==> src/assert_macros.svh <==
// Assertion macros shared by the strip charge-division position RTL.
// Include by bare file name; no other dependencies.
`ifndef ASSERT_MACROS_SVH
`define ASSERT_MACROS_SVH

// Check a property on every rising edge, skipped while reset is high.
`define SCDP_ASSERT(lbl, clk, rst, prop, msg) \
   lbl: assert property (@(posedge clk) disable iff (rst) (prop)) else $error(msg);

// Check a property on every rising edge, reset included.
`define SCDP_ASSERT_ALWAYS(lbl, clk, prop, msg) \
   lbl: assert property (@(posedge clk) (prop)) else $error(msg);

`endif

==> src/scdp_pkg.sv <==
// Package for the strip charge-division position block: codes, widths,
// the side-band struct carried through the divider, and saturation helper.
package scdp_pkg;

   localparam int NUM_DETECTORS_DEF = 16;
   localparam int NUM_STRIPS_DEF    = 8;
   localparam int ENERGY_BITS_DEF   = 16;
   localparam int QUOT_W            = 16;
   localparam int SUM_W             = 17;
   localparam int VAL_W             = 32;
   localparam int NUM_SLOTS         = 3;
   localparam logic [4:0] SPLIT_RESET = 5'd6;
   localparam logic signed [7:0] Z_SCALE = 8'sd75;

   typedef enum logic [1:0] {
      CMD_HIT      = 2'd0,
      CMD_WR_CAL   = 2'd1,
      CMD_WR_COORD = 2'd2,
      CMD_NONE     = 2'd3
   } cmd_type;

   localparam logic [1:0] SLOT_INVALID = 2'd3;

   typedef struct packed {
      logic                    neg;
      logic                    zero;
      logic [3:0]              det;
      logic [SUM_W-1:0]        sum;
      logic signed [VAL_W-1:0] c0;
      logic signed [VAL_W-1:0] c1;
      logic signed [VAL_W-1:0] c2;
      logic signed [VAL_W-1:0] tx;
      logic signed [VAL_W-1:0] ty;
      logic signed [VAL_W-1:0] tz;
   } hit_side_type;

   function automatic logic signed [VAL_W-1:0] sat32(input logic signed [63:0] v);
      if (v > 64'sd2147483647) begin
         return 32'sh7FFFFFFF;
      end else if (v < -64'sd2147483648) begin
         return 32'sh80000000;
      end else begin
         return v[VAL_W-1:0];
      end
   endfunction

endpackage

==> src/scdp_divider.sv <==
// Pipelined restoring divider, one quotient bit per stage, side band carried along.
// Depends on scdp_pkg for the quotient width and the side-band struct.
module scdp_divider #(
   parameter int RW = scdp_pkg::ENERGY_BITS_DEF + 16
) (
   input  logic                          clock,
   input  logic                          reset,
   input  logic                          en,
   input  logic                          in_valid,
   input  logic [RW-1:0]                 dividend,
   input  logic [RW-1:0]                 divisor,
   input  scdp_pkg::hit_side_type        in_side,
   output logic                          out_valid,
   output logic [scdp_pkg::QUOT_W-1:0]   out_quot,
   output scdp_pkg::hit_side_type        out_side
);
   import scdp_pkg::*;

   logic              v_ff    [QUOT_W];
   logic [RW-1:0]     rem_ff  [QUOT_W];
   logic [RW-1:0]     dvs_ff  [QUOT_W];
   logic [QUOT_W-1:0] q_ff    [QUOT_W];
   hit_side_type      side_ff [QUOT_W];

   for (genvar s = 0; s < QUOT_W; s++) begin : g_stage
      logic              v_prev;
      logic [RW-1:0]     rem_prev;
      logic [RW-1:0]     dvs_prev;
      logic [QUOT_W-1:0] q_prev;
      hit_side_type      side_prev;
      logic [RW-1:0]     trial;
      logic              take;
      logic [RW-1:0]     rem_in;
      logic [QUOT_W-1:0] q_in;

      if (s == 0) begin : g_first
         assign v_prev    = in_valid;
         assign rem_prev  = dividend;
         assign dvs_prev  = divisor;
         assign q_prev    = '0;
         assign side_prev = in_side;
      end else begin : g_next
         assign v_prev    = v_ff[s-1];
         assign rem_prev  = rem_ff[s-1];
         assign dvs_prev  = dvs_ff[s-1];
         assign q_prev    = q_ff[s-1];
         assign side_prev = side_ff[s-1];
      end

      // quotient bit QUOT_W-1-s is decided here
      always_comb begin
         trial  = dvs_prev << (QUOT_W - 1 - s);
         take   = rem_prev >= trial;
         rem_in = take ? rem_prev - trial : rem_prev;
         q_in   = q_prev;
         q_in[QUOT_W-1-s] = take;
      end

      always_ff @(posedge clock) begin
         if (reset) begin
            v_ff[s] <= 1'b0;
         end else if (en) begin
            v_ff[s] <= v_prev;
         end
         if (en) begin
            rem_ff[s]  <= rem_in;
            dvs_ff[s]  <= dvs_prev;
            q_ff[s]    <= q_in;
            side_ff[s] <= side_prev;
         end
      end
   end

   assign out_valid = v_ff[QUOT_W-1];
   assign out_quot  = q_ff[QUOT_W-1];
   assign out_side  = side_ff[QUOT_W-1];

endmodule

==> config.mk <==
export PLATFORM = sky130hd
export DESIGN_NAME = scdp_divider
export DESIGN_NICKNAME = d
export VERILOG_FILES = /design/src/assert_macros.svh /design/src/scdp_pkg.sv /design/src/scdp_divider.sv
export SDC_FILE = /design/constraint.sdc
export NUM_CORES = 2
export LEC_CHECK = 0
export BUFFER_PORTS_ARGS = -buffer_cell sky130_fd_sc_hd__buf_2
export CAP_MARGIN = 20
export CORE_UTILIZATION = 45
export DETAILED_ROUTE_END_ITERATION = 6
export GPL_TIMING_DRIVEN = 0
export SYNTH_ARGS = -nofsm -noshare
export SYNTH_HDL_FRONTEND = slang
export SYNTH_MEMORY_MAX_BITS = 65536
export SYNTH_SLANG_ARGS = --single-unit
==> constraint.sdc <==
create_clock -name clock -period 8.35 [get_ports clock]
set_input_delay 1.2525 -clock clock [delete_from_list [all_inputs] [get_ports clock]]
set_output_delay 1.2525 -clock clock [all_outputs]
set_load 0.01 [all_outputs]
==> reports/results.tsv <==
metric	value	unit
Clock Skews	74.64	ps
setup TNS	0	ps
slew margin rel.	24.87	%
placed instance area	0.1709	sq mm
clk root buf	clkbuf_16	
Cell Pwr Density	319.6	mW/mm^2
fmax	183.7	MHz
max incr delay on CP	610	ps
Final Instance Area	0.1857	sq mm
die height	601.3	um
Worst-Margin Slew	1127	ps
Worst VDD drop	0.0002192	V
total power	59.35	mW
CTS tree	yes	
post-synthesis instance total	8161	
post-synth top area cell	edfxtp_1	
Synth top area share	84.57	%
final hold slack	362.1	ps
#FFs+latches synth	4552	
clock latency on the worst-skew pair	940	ps
Chip Width	601.3	um
number of flops mapped to enable cells by yosys	4552	
outcome	finished, violations left	
share of layout cells above drive strength 1	15.89	%
post-cts sizing count	0	
P&R area growth vs syn	14.91	%
unrepaired setup endpoints after global routing	no	
wire length per cell	17.48	um
clock buffer depth	4	
GP Congestion	0.9022	
TritonCTS Sinks	4552	
Mapped Avg Cell Area	19.80	sq um
grt ovf	0	
final setup vio count	0	
CP required	8920	ps
Cells after DPL	13460	
I/O pin count	515	
Startpoint Class	primary input	
Hold Vio Cnt, Final	0	
post-route ant nets	0	
H-tree levels	5	
Max Cap Viol	0	
gr usage total	13.50	%
Tightest Hold Check Type	flop to flop	
crit path DAT	6020	ps
final wirelength	249800	um
largest net degree at the start of global routing	185	
Max FO, Critical Path	184	
first-pass GRT wire length	388100	um
clk slew on worst S/H paths	60	ps
asr flop ratio synth	0	%
detailed placer's ending HPWL	163100	um
sequential element share of the synthesized area	84.57	%
DP Worst Slack	1918	ps
Core Region	0.3568	sq mm
Netlist cell types	91	
Inserted Clock Buffers	453	
most frequent cells in the layout	4,552 x edfxtp_1, 538 x buf_2, 489 x inv_1	
residual DRC count	7	
Period minus WS final	5443	ps
top cells by area, synth	edfxtp_1 85%, ha_1 3.0%, mux2_2 1.6%, inv_1 1.1%, xnor2_1 1.1%	
Crit-path slowest cell	buf_16	
Setup Fix Bufs, Post-CTS	0	
Setup Crit Path Kind	primary input to flop	
first drt pass iteration count	7	
sequence of cells on the critical path	buf_12, buf_16, buf_16, buf_16, buf_16, buf_16, buf_16	
slack of the critical path	2907	ps
initial DRC count	4708	
initial antenna violation count	20	
Placement Rows	219	
Slew Viols, Final	0	
Top FF cell, synth	edfxtp_1	
yosys warns	0	
Worst setup EP type	flop	
port buffer count	514	
vias in the first global route	70520	
Final nets	9849	
die area	0.3616	sq mm
Syn Std Cell Area	0.1616	sq mm
most common cell after layout, fill and taps aside	edfxtp_1	
DR vias/cell	4.865	
total number of vias	69500	
fillers	28090	
syn_nets	8851	
Worst path most repeated cell	buf_16	
initial core utilization	45.30	%
post-route insts no fill	14290	
cts hold-fix bufs	0	
failing checks	DRC	
crit share post-route	65.19	%
Leakage	67.03	nW
final core occ	52.06	%
==> sequential cells by signal (all words and copies together), names as in the netlist <==
signal,flops
side_ff,3440
dvs_ff,480
rem_ff,480
q_ff,136
v_ff,16
==> per-layer routing <==
| metal | part of all wire [%] | GRT usage [%] |
|---|---|---|
| met2 | 51 | 23.87 |
| met1 | 42 | 16.35 |
| met5 | 0 | 0 |
| met3 | 3.5 | 2.082 |
| met4 | 4.4 | 6.016 |
==> worst max-delay path, delay by kind of cell <==
kind | cells | cell delay (ps)
buf+inv | 7 | 3670
==> final cells by class <==
cell class                 count  area (sq um)  area share, %
inverter                     489          1836         0.9883
timing repair buffer         543          3363          1.811
clock buffer                 529         11690          6.291
tap                         4751          5944          3.201
sequential                  4552        136700          73.60
multi-input combinational   3024         22680          12.21
buffer                        96         416.7         0.2243
antenna                        1         2.502       0.001347
clock inverter               302          3110          1.675
==> cell usage after synthesis, types with 22 or more instances <==
| cell type | count |
|---|---|
| edfxtp_1 | 4552 |
| inv_1 | 489 |
| ha_1 | 392 |
| a21oi_1 | 348 |
| nor2_1 | 271 |
| mux2_2 | 230 |
| nand2_1 | 225 |
| xnor2_1 | 199 |
| o21ai_0 | 198 |
| a21o_1 | 190 |
| xor2_1 | 92 |
| clkbuf_1 | 63 |
| o21a_1 | 60 |
| nand3_1 | 59 |
| nor2b_1 | 56 |
| nor3_1 | 55 |
| nand4_1 | 53 |
| a31oi_1 | 42 |
| nand2b_1 | 38 |
| and3_1 | 37 |
| and2_1 | 36 |
| a211oi_1 | 33 |
| o21bai_1 | 32 |
| nor4_1 | 28 |
| buf_2 | 24 |
| o211ai_1 | 22 |
==> cell families after synthesis <==
| logic type | synth area share (%) |
|---|---|
| and+or+nand+nor | 2.890 |
| muxes | 1.898 |
| AOI/OAI and AO/OA | 4.446 |
| adders and majority gates | 3.220 |
| xor gates and xnor gates | 1.577 |
| DFF | 84.57 |
| buffers and inverters | 1.393 |
==> path summary, 6_finish.rpt <==
kind                                       from               to  slack [ps]  cells after the start
worst max register to register   rem_ff[1][130]   rem_ff[1][190]        3940                     14
worst max-delay path                         en  side_ff[7][212]        2910                      7
worst min-delay path            side_ff[2][171]  side_ff[3][171]         360                      0
worst min register to register  side_ff[2][171]  side_ff[3][171]         360                      0
==> report_power, final <==
| part | switching, mW | internal (mW) |
|---|---|---|
| registers | 0.906 | 28.0 |
| clock network | 8.32 | 11.5 |
| logic | 6.08 | 4.56 |
(Power assumes the default switching activity.)
